--- config.mk ---
export PLATFORM = sky130hd
export DESIGN_NAME = peer_address_binding_table
export DESIGN_NICKNAME = d
export VERILOG_FILES = /design/src/pabt_pkg.sv /design/src/pabt_ram.sv /design/src/pabt_scan.sv /design/src/peer_address_binding_table.sv
export SDC_FILE = /design/constraint.sdc
export NUM_CORES = 1
export LEC_CHECK = 0
export BUFFER_PORTS_ARGS = -buffer_cell sky130_fd_sc_hd__buf_2
export CAP_MARGIN = 15
export CORE_AREA = 2 2 309 311
export CTS_CLUSTER_DIAMETER = 150
export DETAILED_ROUTE_END_ITERATION = 12
export DIE_AREA = 0 0 311 313
export GPL_TIMING_DRIVEN = 0
export PLACE_DENSITY = 0.73
export SETUP_SLACK_MARGIN = 0.2
export SLEW_MARGIN = 10
export SYNTH_ARGS = -nofsm -noshare
export SYNTH_HDL_FRONTEND = slang
export SYNTH_SLANG_ARGS = --single-unit
--- constraint.sdc ---
create_clock -name clk -period 8.72 [get_ports clk]
set_input_delay 0.436 -clock clk [delete_from_list [all_inputs] [get_ports clk]]
set_output_delay 0.436 -clock clk [all_outputs]
set_load 0.03 [all_outputs]
--- src/pabt_pkg.sv ---
`default_nettype none

package pabt_pkg;

  // fixed field widths of the request and response beats
  localparam int ADDR_W    = 64;
  localparam int LEN_W     = 4;
  localparam int LINK_W    = 8;
  localparam int STATUS_W  = 2;
  localparam int IDX_OUT_W = 4;

  // default table geometry
  localparam int DEF_TABLE_ENTRIES = 16;
  localparam int DEF_ADDR_BYTES    = 8;

  typedef enum logic {
    REQ_FIND = 1'b0,
    REQ_BIND = 1'b1
  } pabt_req_t;

  typedef enum logic [STATUS_W-1:0] {
    STAT_OK       = 2'd0,
    STAT_ARG_ERR  = 2'd1,
    STAT_CONFLICT = 2'd2,
    STAT_NO_SPACE = 2'd3
  } pabt_status_t;

  // per-cycle control into the scan unit
  typedef struct packed {
    logic clear;  // start of a new request
    logic vld;    // compare stage holds an entry
    logic occ;    // that entry is occupied
  } pabt_scan_ctl_t;

  // accumulated scan outcome
  typedef struct packed {
    logic have_match;
    logic have_free;
  } pabt_scan_res_t;

endpackage

`default_nettype wire

--- src/pabt_ram.sv ---
`default_nettype none

module pabt_ram #(
  parameter int WIDTH = 8,
  parameter int DEPTH = 16,
  localparam int AW   = (DEPTH > 1) ? $clog2(DEPTH) : 1
) (
  input  wire logic             clk,
  input  wire logic             we,
  input  wire logic [AW-1:0]    waddr,
  input  wire logic [WIDTH-1:0] wdata,
  input  wire logic [AW-1:0]    raddr,
  output logic      [WIDTH-1:0] rdata
);

  logic [WIDTH-1:0] mem [DEPTH];

  always_ff @(posedge clk) begin
    if (we) begin
      mem[waddr] <= wdata;
    end
    rdata <= mem[raddr];
  end

endmodule

`default_nettype wire

--- src/pabt_scan.sv ---
`default_nettype none

module pabt_scan
  import pabt_pkg::*;
#(
  parameter int TABLE_ENTRIES = DEF_TABLE_ENTRIES,
  parameter int ADDR_BYTES    = DEF_ADDR_BYTES,
  localparam int IDX_W = (TABLE_ENTRIES > 1) ? $clog2(TABLE_ENTRIES) : 1,
  localparam int SA_W  = ADDR_BYTES * 8,
  localparam int ENT_W = SA_W + LEN_W + LINK_W
) (
  input  wire logic           clk,
  input  wire logic           rst_n,
  input  wire pabt_scan_ctl_t ctl,
  input  wire logic [IDX_W-1:0]  ent_idx,
  input  wire logic [ENT_W-1:0]  ent_data,
  input  wire logic [SA_W-1:0]   req_addr,
  input  wire logic [LEN_W-1:0]  req_len,
  output pabt_scan_res_t      res,
  output logic [IDX_W-1:0]    match_idx,
  output logic [LINK_W-1:0]   match_link,
  output logic [IDX_W-1:0]    free_idx
);

  logic              have_match_r;
  logic              have_free_r;
  logic [IDX_W-1:0]  match_idx_r;
  logic [LINK_W-1:0] match_link_r;
  logic [IDX_W-1:0]  free_idx_r;

  logic [SA_W-1:0]   ent_addr;
  logic [LEN_W-1:0]  ent_len;
  logic [LINK_W-1:0] ent_link;
  logic              hit;
  logic              take_match;
  logic              take_free;

  assign ent_addr = ent_data[ENT_W-1 -: SA_W];
  assign ent_len  = ent_data[LINK_W +: LEN_W];
  assign ent_link = ent_data[LINK_W-1:0];

  // the one shared comparator: length and masked address
  assign hit        = (ent_len == req_len) && (ent_addr == req_addr);
  assign take_match = ctl.vld && ctl.occ && !have_match_r && hit;
  assign take_free  = ctl.vld && !ctl.occ && !have_free_r;

  always_ff @(posedge clk) begin
    if (!rst_n) begin
      have_match_r <= 1'b0;
      have_free_r  <= 1'b0;
    end else if (ctl.clear) begin
      have_match_r <= 1'b0;
      have_free_r  <= 1'b0;
    end else begin
      if (take_match) begin
        have_match_r <= 1'b1;
      end
      if (take_free) begin
        have_free_r <= 1'b1;
      end
    end
  end

  always_ff @(posedge clk) begin
    if (take_match) begin
      match_idx_r  <= ent_idx;
      match_link_r <= ent_link;
    end
    if (take_free) begin
      free_idx_r <= ent_idx;
    end
  end

  assign res.have_match = have_match_r;
  assign res.have_free  = have_free_r;
  assign match_idx      = match_idx_r;
  assign match_link     = match_link_r;
  assign free_idx       = free_idx_r;

endmodule

`default_nettype wire

--- src/peer_address_binding_table.sv ---
// a find or bind with valid arguments is answered after a scan over every entry; a rejected
//   request (bad length or bind to link 0) skips the scan and is answered directly
// one request at a time, set by the single compare unit that walks the entry RAM one slot
//   per cycle; a new request is taken only once the previous response has been registered
// reset: synchronous active-low rst_n empties the table (occupied flags cleared at once)
//   and drops out_valid; no clearing pass, first request can follow immediately
`default_nettype none

module peer_address_binding_table
  import pabt_pkg::*;
#(
  parameter int TABLE_ENTRIES = DEF_TABLE_ENTRIES,
  parameter int ADDR_BYTES    = DEF_ADDR_BYTES
) (
  input  wire logic                  clk,
  input  wire logic                  rst_n,
  // request channel
  input  wire logic                  in_valid,
  output logic                       in_ready,
  input  wire logic                  in_req_type,
  input  wire logic [ADDR_W-1:0]     in_addr_bytes,
  input  wire logic [LEN_W-1:0]      in_addr_length,
  input  wire logic [LINK_W-1:0]     in_link_id,
  // response channel
  output logic                       out_valid,
  input  wire logic                  out_ready,
  output logic [STATUS_W-1:0]        out_status,
  output logic                       out_found,
  output logic [IDX_OUT_W-1:0]       out_entry_index,
  output logic [LINK_W-1:0]          out_entry_link
);

  localparam int IDX_W = (TABLE_ENTRIES > 1) ? $clog2(TABLE_ENTRIES) : 1;
  localparam int SA_W  = ADDR_BYTES * 8;
  localparam int ENT_W = SA_W + LEN_W + LINK_W;
  localparam logic [IDX_W-1:0] LAST_IDX  = IDX_W'(TABLE_ENTRIES - 1);
  localparam logic [LEN_W-1:0] MAX_LEN   = LEN_W'(ADDR_BYTES);

  // sequencer states
  typedef enum logic [4:0] {
    S_IDLE    = 5'b00001,
    S_SCAN    = 5'b00010,
    S_DRAIN   = 5'b00100,
    S_RESOLVE = 5'b01000,
    S_SPARE   = 5'b10000
  } state_t;

  state_t state_r, state_nxt;

  // latched request
  logic              req_bind_r;
  logic [SA_W-1:0]   req_addr_r;
  logic [LEN_W-1:0]  req_len_r;
  logic [LINK_W-1:0] req_link_r;
  logic              args_ok_r;

  // scan pointer and compare-stage tags
  logic [IDX_W-1:0]  iss_r;
  logic              cmp_vld_r;
  logic              cmp_occ_r;
  logic [IDX_W-1:0]  cmp_idx_r;

  // occupied flags, one flop per slot
  logic [TABLE_ENTRIES-1:0] occ_r;

  // response register
  logic                 out_valid_r;
  pabt_status_t         out_status_r;
  logic                 out_found_r;
  logic [IDX_OUT_W-1:0] out_index_r;
  logic [LINK_W-1:0]    out_link_r;

  logic              accept;
  logic              in_args_ok;
  logic [SA_W-1:0]   in_addr_masked;
  logic              res_go;
  logic              do_write;
  logic [ENT_W-1:0]  ram_wdata;
  logic [ENT_W-1:0]  ram_rdata;

  pabt_scan_ctl_t    scan_ctl;
  pabt_scan_res_t    scan_res;
  logic [IDX_W-1:0]  match_idx;
  logic [LINK_W-1:0] match_link;
  logic [IDX_W-1:0]  free_idx;

  pabt_status_t         res_status;
  logic                 res_found;
  logic [IDX_W-1:0]     res_idx;
  logic [LINK_W-1:0]    res_link;
  logic [IDX_W+IDX_OUT_W-1:0] res_idx_ext;

  assign in_ready = (state_r == S_IDLE);
  assign accept   = in_valid && in_ready;

  // argument check: length in 1..ADDR_BYTES, and a bind needs a nonzero link
  assign in_args_ok = (in_addr_length != '0) && (in_addr_length <= MAX_LEN) &&
                      !((in_req_type == REQ_BIND) && (in_link_id == '0));

  // zero the bytes past the length so stored addresses compare directly
  always_comb begin
    for (int b = 0; b < ADDR_BYTES; b++) begin
      in_addr_masked[b*8 +: 8] = (LEN_W'(b) < in_addr_length) ?
                                 in_addr_bytes[b*8 +: 8] : 8'h00;
    end
  end

  // response can be loaded once the response register is free or draining
  assign res_go = (state_r == S_RESOLVE) && (!out_valid_r || out_ready);

  always_comb begin
    state_nxt = state_r;
    case (state_r)
      S_IDLE: begin
        if (accept) begin
          state_nxt = in_args_ok ? S_SCAN : S_RESOLVE;
        end
      end
      S_SCAN: begin
        if (iss_r == LAST_IDX) begin
          state_nxt = S_DRAIN;
        end
      end
      S_DRAIN: begin
        state_nxt = S_RESOLVE;
      end
      S_RESOLVE: begin
        if (res_go) begin
          state_nxt = S_IDLE;
        end
      end
      default: begin
        state_nxt = S_IDLE;
      end
    endcase
  end

  always_ff @(posedge clk) begin
    if (!rst_n) begin
      state_r <= S_IDLE;
    end else begin
      state_r <= state_nxt;
    end
  end

  // request latch
  always_ff @(posedge clk) begin
    if (accept) begin
      req_bind_r <= (in_req_type == REQ_BIND);
      req_addr_r <= in_addr_masked;
      req_len_r  <= in_addr_length;
      req_link_r <= in_link_id;
      args_ok_r  <= in_args_ok;
    end
  end

  // scan pointer: issues one RAM read per cycle, compare follows in the next cycle
  always_ff @(posedge clk) begin
    if (!rst_n) begin
      iss_r     <= '0;
      cmp_vld_r <= 1'b0;
    end else begin
      cmp_vld_r <= (state_r == S_SCAN);
      if (accept) begin
        iss_r <= '0;
      end else if (state_r == S_SCAN && iss_r != LAST_IDX) begin
        iss_r <= iss_r + 1'b1;
      end
    end
  end

  always_ff @(posedge clk) begin
    cmp_idx_r <= iss_r;
    cmp_occ_r <= occ_r[iss_r];
  end

  assign scan_ctl.clear = accept;
  assign scan_ctl.vld   = cmp_vld_r;
  assign scan_ctl.occ   = cmp_occ_r;

  pabt_scan #(
    .TABLE_ENTRIES(TABLE_ENTRIES),
    .ADDR_BYTES   (ADDR_BYTES)
  ) u_scan (
    .clk       (clk),
    .rst_n     (rst_n),
    .ctl       (scan_ctl),
    .ent_idx   (cmp_idx_r),
    .ent_data  (ram_rdata),
    .req_addr  (req_addr_r),
    .req_len   (req_len_r),
    .res       (scan_res),
    .match_idx (match_idx),
    .match_link(match_link),
    .free_idx  (free_idx)
  );

  // resolve the outcome of the finished scan
  always_comb begin
    res_status = STAT_OK;
    res_found  = 1'b0;
    res_idx    = '0;
    res_link   = '0;
    do_write   = 1'b0;
    if (!args_ok_r) begin
      res_status = req_bind_r ? STAT_ARG_ERR : STAT_OK;
    end else if (scan_res.have_match) begin
      res_found = 1'b1;
      res_idx   = match_idx;
      res_link  = match_link;
      if (req_bind_r && (match_link != req_link_r)) begin
        res_status = STAT_CONFLICT;
      end
    end else if (req_bind_r) begin
      if (scan_res.have_free) begin
        // new binding goes into the lowest free slot
        res_idx  = free_idx;
        res_link = req_link_r;
        do_write = res_go;
      end else begin
        res_status = STAT_NO_SPACE;
      end
    end
  end

  // entry index is reported as the low bits of the slot number
  assign res_idx_ext = {{IDX_OUT_W{1'b0}}, res_idx};

  assign ram_wdata = {req_addr_r, req_len_r, req_link_r};

  pabt_ram #(
    .WIDTH(ENT_W),
    .DEPTH(TABLE_ENTRIES)
  ) u_ram (
    .clk  (clk),
    .we   (do_write),
    .waddr(free_idx),
    .wdata(ram_wdata),
    .raddr(iss_r),
    .rdata(ram_rdata)
  );

  always_ff @(posedge clk) begin
    if (!rst_n) begin
      occ_r <= '0;
    end else if (do_write) begin
      occ_r[free_idx] <= 1'b1;
    end
  end

  // response register parts the sequencer from the downstream side
  always_ff @(posedge clk) begin
    if (!rst_n) begin
      out_valid_r <= 1'b0;
    end else if (res_go) begin
      out_valid_r <= 1'b1;
    end else if (out_ready) begin
      out_valid_r <= 1'b0;
    end
  end

  always_ff @(posedge clk) begin
    if (res_go) begin
      out_status_r <= res_status;
      out_found_r  <= res_found;
      out_index_r  <= res_idx_ext[IDX_OUT_W-1:0];
      out_link_r   <= res_link;
    end
  end

  assign out_valid       = out_valid_r;
  assign out_status      = out_status_r;
  assign out_found       = out_found_r;
  assign out_entry_index = out_index_r;
  assign out_entry_link  = out_link_r;

endmodule

`default_nettype wire

==> impl_metrics.py <==
metrics = {
    "route": {
        "drt_iter0_drc": 3425,
        "top_layer_used": "met5",
        "wl_met1_mm": 48.5,
        "drc": 0,
        "vias_per_cell": 6.40,
        "wl_met3_mm": 13.1,
        "detail_route.wl_per_cell_um": 32.2,
        "vias": 25400,
        "met2WireLength_mm": 62.2,
        "first_pass_iters": 5,
        "ant_nets": 0,
        "drt_wl_total_mm": 128,
    },
    "clocking": {
        "post_cts_buffers": 0,
        "clkLatencyLatePin_ns": 0.74,
        "cts_made_buffers": 139,
        "cts_sinks": 1434,
        "clock_path_buffers": 3,
        "cts-htree-levels": 4,
        "cts_tree": "built",
        "root_buffer": "clkbuf_16",
        "clk_transition_reported_paths_ns": 0.06,
    },
    "setup_path": {
        "path_max_fanout": 8,
        "crit_path_end_kind": "flop",
        "path_cells": "nor4b_4 -> nand3_1 -> or3_1 -> nor3_2 -> buf_4 -> buf_4 -> buf_6 -> buf_4",
        "worst_ep_required_time_ns": 9.15,
        "crit_path_start_kind": "flop",
        "worstReg2RegEnd": "u_ram.mem[0][55]",
        "critical_path_class": "reg -> reg",
        "worstReg2RegStart": "state_r[0]",
        "path_buf_inv": 4,
        "cp.arrival_ns": 3.96,
        "r2r_cells": 8,
        "crit_top_cell": "buf_4",
        "slowest_delay_ns": 0.64,
        "r2r_slack_ns": 5.19,
        "path_delay_family": "simple AND/OR/NAND/NOR gates",
        "cp_slowest_cell": "nor3_2",
    },
    "cells_and_area": {
        "final_area_mm2": 0.0622,
        "instances_no_fill": 3977,
        "fin_util_pct": 66.1,
        "n_antenna_cell": 0,
        "drive_gt1_share_pct": 31.7,
        "multi_input_comb_area_mm2": 0.0108,
        "nNetsFinal": 2681,
        "final-seq-area_mm2": 0.0420,
        "n_fill_cell": 5875,
        "synthToLayoutAreaGrowth_pct": 17.0,
    },
    "timing": {
        "slew_violations": 0,
        "finClkSkew_ns": 0.0225,
        "rsz0062_at_grt": "no",
        "relSlewSlack_pct": 24.5,
        "min_period_ns": 3.53,
        "worstMarginPinSlew_ns": 1.13,
        "fmax_mhz": 283,
        "layout_setup_ws_ns": 5.19,
        "period_share_pct": 40.5,
        "tns_ns": 0,
        "setup_viol": 0,
        "finalHoldViolCount": 0,
    },
    "logic_synthesis": {
        "yosys_warnings": 0,
        "synth_compound_area_share_pct": 0.680,
        "netlist_area_mm2": 0.0532,
        "ys_ff_latch": 1434,
        "synth.area.top_cells": "edfxtp_1 (75%), mux4_2 (16%), dfxtp_1 (4.1%)",
        "synth_fa_ha_area_share_pct": 0.0235,
        "ys_types": 44,
        "ys_seq_area_share_pct": 78.9,
        "muxShareOfSynthArea_pct": 16.3,
        "postSynthNetCount": 2282,
        "synth_top_flop_cell": "edfxtp_1",
        "synthArstFlopShare_pct": 0,
        "synth_area_leader_cell": "edfxtp_1",
        "syn_inst": 2200,
        "synth_xor_area_share_pct": 1.29,
        "synth-simple-area-share_pct": 1.76,
        "synth_area_per_cell_um2": 24.2,
        "synth.cells.most_frequent": "edfxtp_1 (1325), mux4_2 (385), dfxtp_1 (109)",
        "synth_top_area_share_pct": 74.8,
        "synthMostInstantiatedCell": "edfxtp_1",
        "synth_top_family_by_area": "multiplexers",
        "synth-edff-count": 1325,
    },
    "worst_hold_path": {
        "hp-start": "in_addr_bytes[37]",
        "min_path_type": "in -> reg",
        "hold_depth": 2,
        "holdPathEnd": "req_addr_r[37]",
    },
    "floorplanning": {
        "die-area_mm2": 0.0973,
        "design.core.area_mm2": 0.0942,
        "fp.dieW_um": 311,
        "core.rowCount": 113,
        "initial_core_util_pct": 56.5,
        "io_pins": 98,
        "die_h_um": 313,
    },
    "power": {
        "power_leakage_nw": 19.6,
        "powerDensity_mw_per_mm2": 232,
        "peakVddDrop_uv": 177,
    },
    "place": {
        "dp_hpwl_mm": 80.0,
        "dpl_worst_slack_ns": 5.24,
        "dpl.cell_count": 3668,
        "port_buffers": 97,
        "placed_cell_area_mm2": 0.0570,
        "gp_congestion": 0.789,
    },
    "global_routing": {
        "grt_pass1_wl_mm": 183,
        "grt_remaining_overflow": 0,
        "grt_pass1_vias": 26000,
        "gr-usage-all-layers_pct": 26.8,
        "grt_start_max_net_pins": 45,
        "antenna_found_initial": 8,
    },
    "run_status": {
        "outcome": "completed",
    },
    "flow_run": {
        "maxCapViolations": 0,
    },
}
==> routing by layer <==
metal  track usage (%)  vias up
met5                 0        -
met4              10.3        8
met3              6.76      235
met2              42.4     1578
met1              36.6    13500
li1                  -    10100
==> cell families (layout without fill, tap and decap cells) <==
| kind of cell | Yosys count | count (layout) |
|---|---|---|
| compound gates | 50 | 50 |
| xor+xnor | 78 | 78 |
| fa+ha+maj | 1 | 1 |
| buf+inv | 96 | 608 |
| flops | 1434 | 1434 |
| mux | 386 | 386 |
| simple gates | 155 | 155 |
==> cell type report <==
cell class / count / share of cell area, %
Tap cell: 1265 / 2.54
Timing Repair Buffer: 258 / 4.38
Sequential cell: 1434 / 67.5
Inverter: 3 / 0.0261
Clock inverter: 71 / 1.24
Clock buffer: 183 / 6.15
Buffer: 93 / 0.817
Multi-Input combinational cell: 670 / 17.4
==> worst max-delay path by stage <==
| stage | slack, ns | start | to | depth (start not counted) |
|---|---|---|---|---|
| 2_1_floorplan | 1.71 | state_r[0] | u_ram.mem[0][0] | 4 |
| 3_3_place_gp | -5.70 | state_r[0] | u_ram.mem[0][51] | 4 |
| 3_5_place_dp | 5.24 | state_r[0] | u_ram.mem[0][55] | 8 |
| 4_1_cts | 5.21 | state_r[0] | u_ram.mem[0][49] | 8 |
| 5_1_grt | 5.09 | state_r[0] | u_ram.mem[0][55] | 8 |
| 6_report | 5.19 | state_r[0] | u_ram.mem[0][55] | 8 |
==> worst register-to-register path, stage by stage, from the launching register on <==
cell     delay, ns
dfxtp_1       0.39
nor4b_4       0.51
nand3_1       0.16
or3_1         0.52
nor3_2        0.65
buf_4         0.33
buf_4         0.24
buf_6         0.18
buf_4         0.23
==> cell usage in the layout, fill, tap and decap left out, drive strengths merged, types with 2 or more instances in the layout <==
cell	synthesis	final
a211oi	2	2
a21oi	5	5
a22o	12	12
a31oi	4	4
and2	13	13
and2b	8	8
buf	44	252
bufinv	0	15
clkbuf	49	232
clkinv	0	46
clkinvlp	0	4
dfxtp	109	109
dlygate4sd3	0	50
edfxtp	1325	1325
inv	3	9
mux4	385	385
nand2	7	7
nand2b	5	5
nand3	8	8
nand4	6	6
nor2	20	20
nor2b	50	50
nor3	8	8
nor3b	2	2
nor4	18	18
nor4b	3	3
o21a	18	18
o21ai	6	6
or3	2	2
xnor2	10	10
xor2	68	68
==> what timing repair did <==
| action | in CTS | in global routing |
|---|---|---|
| hold endpoints to repair | 50 | 0 |
| resized for setup | 0 | 0 |
| hold buffers | 50 | 0 |
| setup endpoints to repair | 0 | 0 |
==> power by group <==
part           internal [mW]  switching [mW]
logic                  0.140           0.223
registers               7.75           0.235
clock network           3.54            2.51
total                   11.4            2.97
==> sequential cells by signal (all words and copies together), names as in the netlist, 2 cells and up <==
signal,cells
iss_r,4
u_scan.match_link,8
u_scan.free_idx,4
state_r,4
req_link_r,8
out_entry_link,8
u_ram.mem,1216
req_len_r,4
out_entry_index,4
u_ram.rdata,76
u_scan.match_idx,4
cmp_idx_r,4
occ_r,16
out_status,2
req_addr_r,64
==> through the flow <==
| stage | hold slack (ns) | total power, mW |
|---|---|---|
| global route | 0.0287 | 14.8 |
| CTS | 0.00110 | 14.5 |
| floorplan | 0.329 | 8.22 |
| global placement | 0.337 | 8.44 |
| detailed placement | 0.352 | 8.47 |
| finish | 0.0352 | 14.4 |
Power figures use the tool's default switching activity.
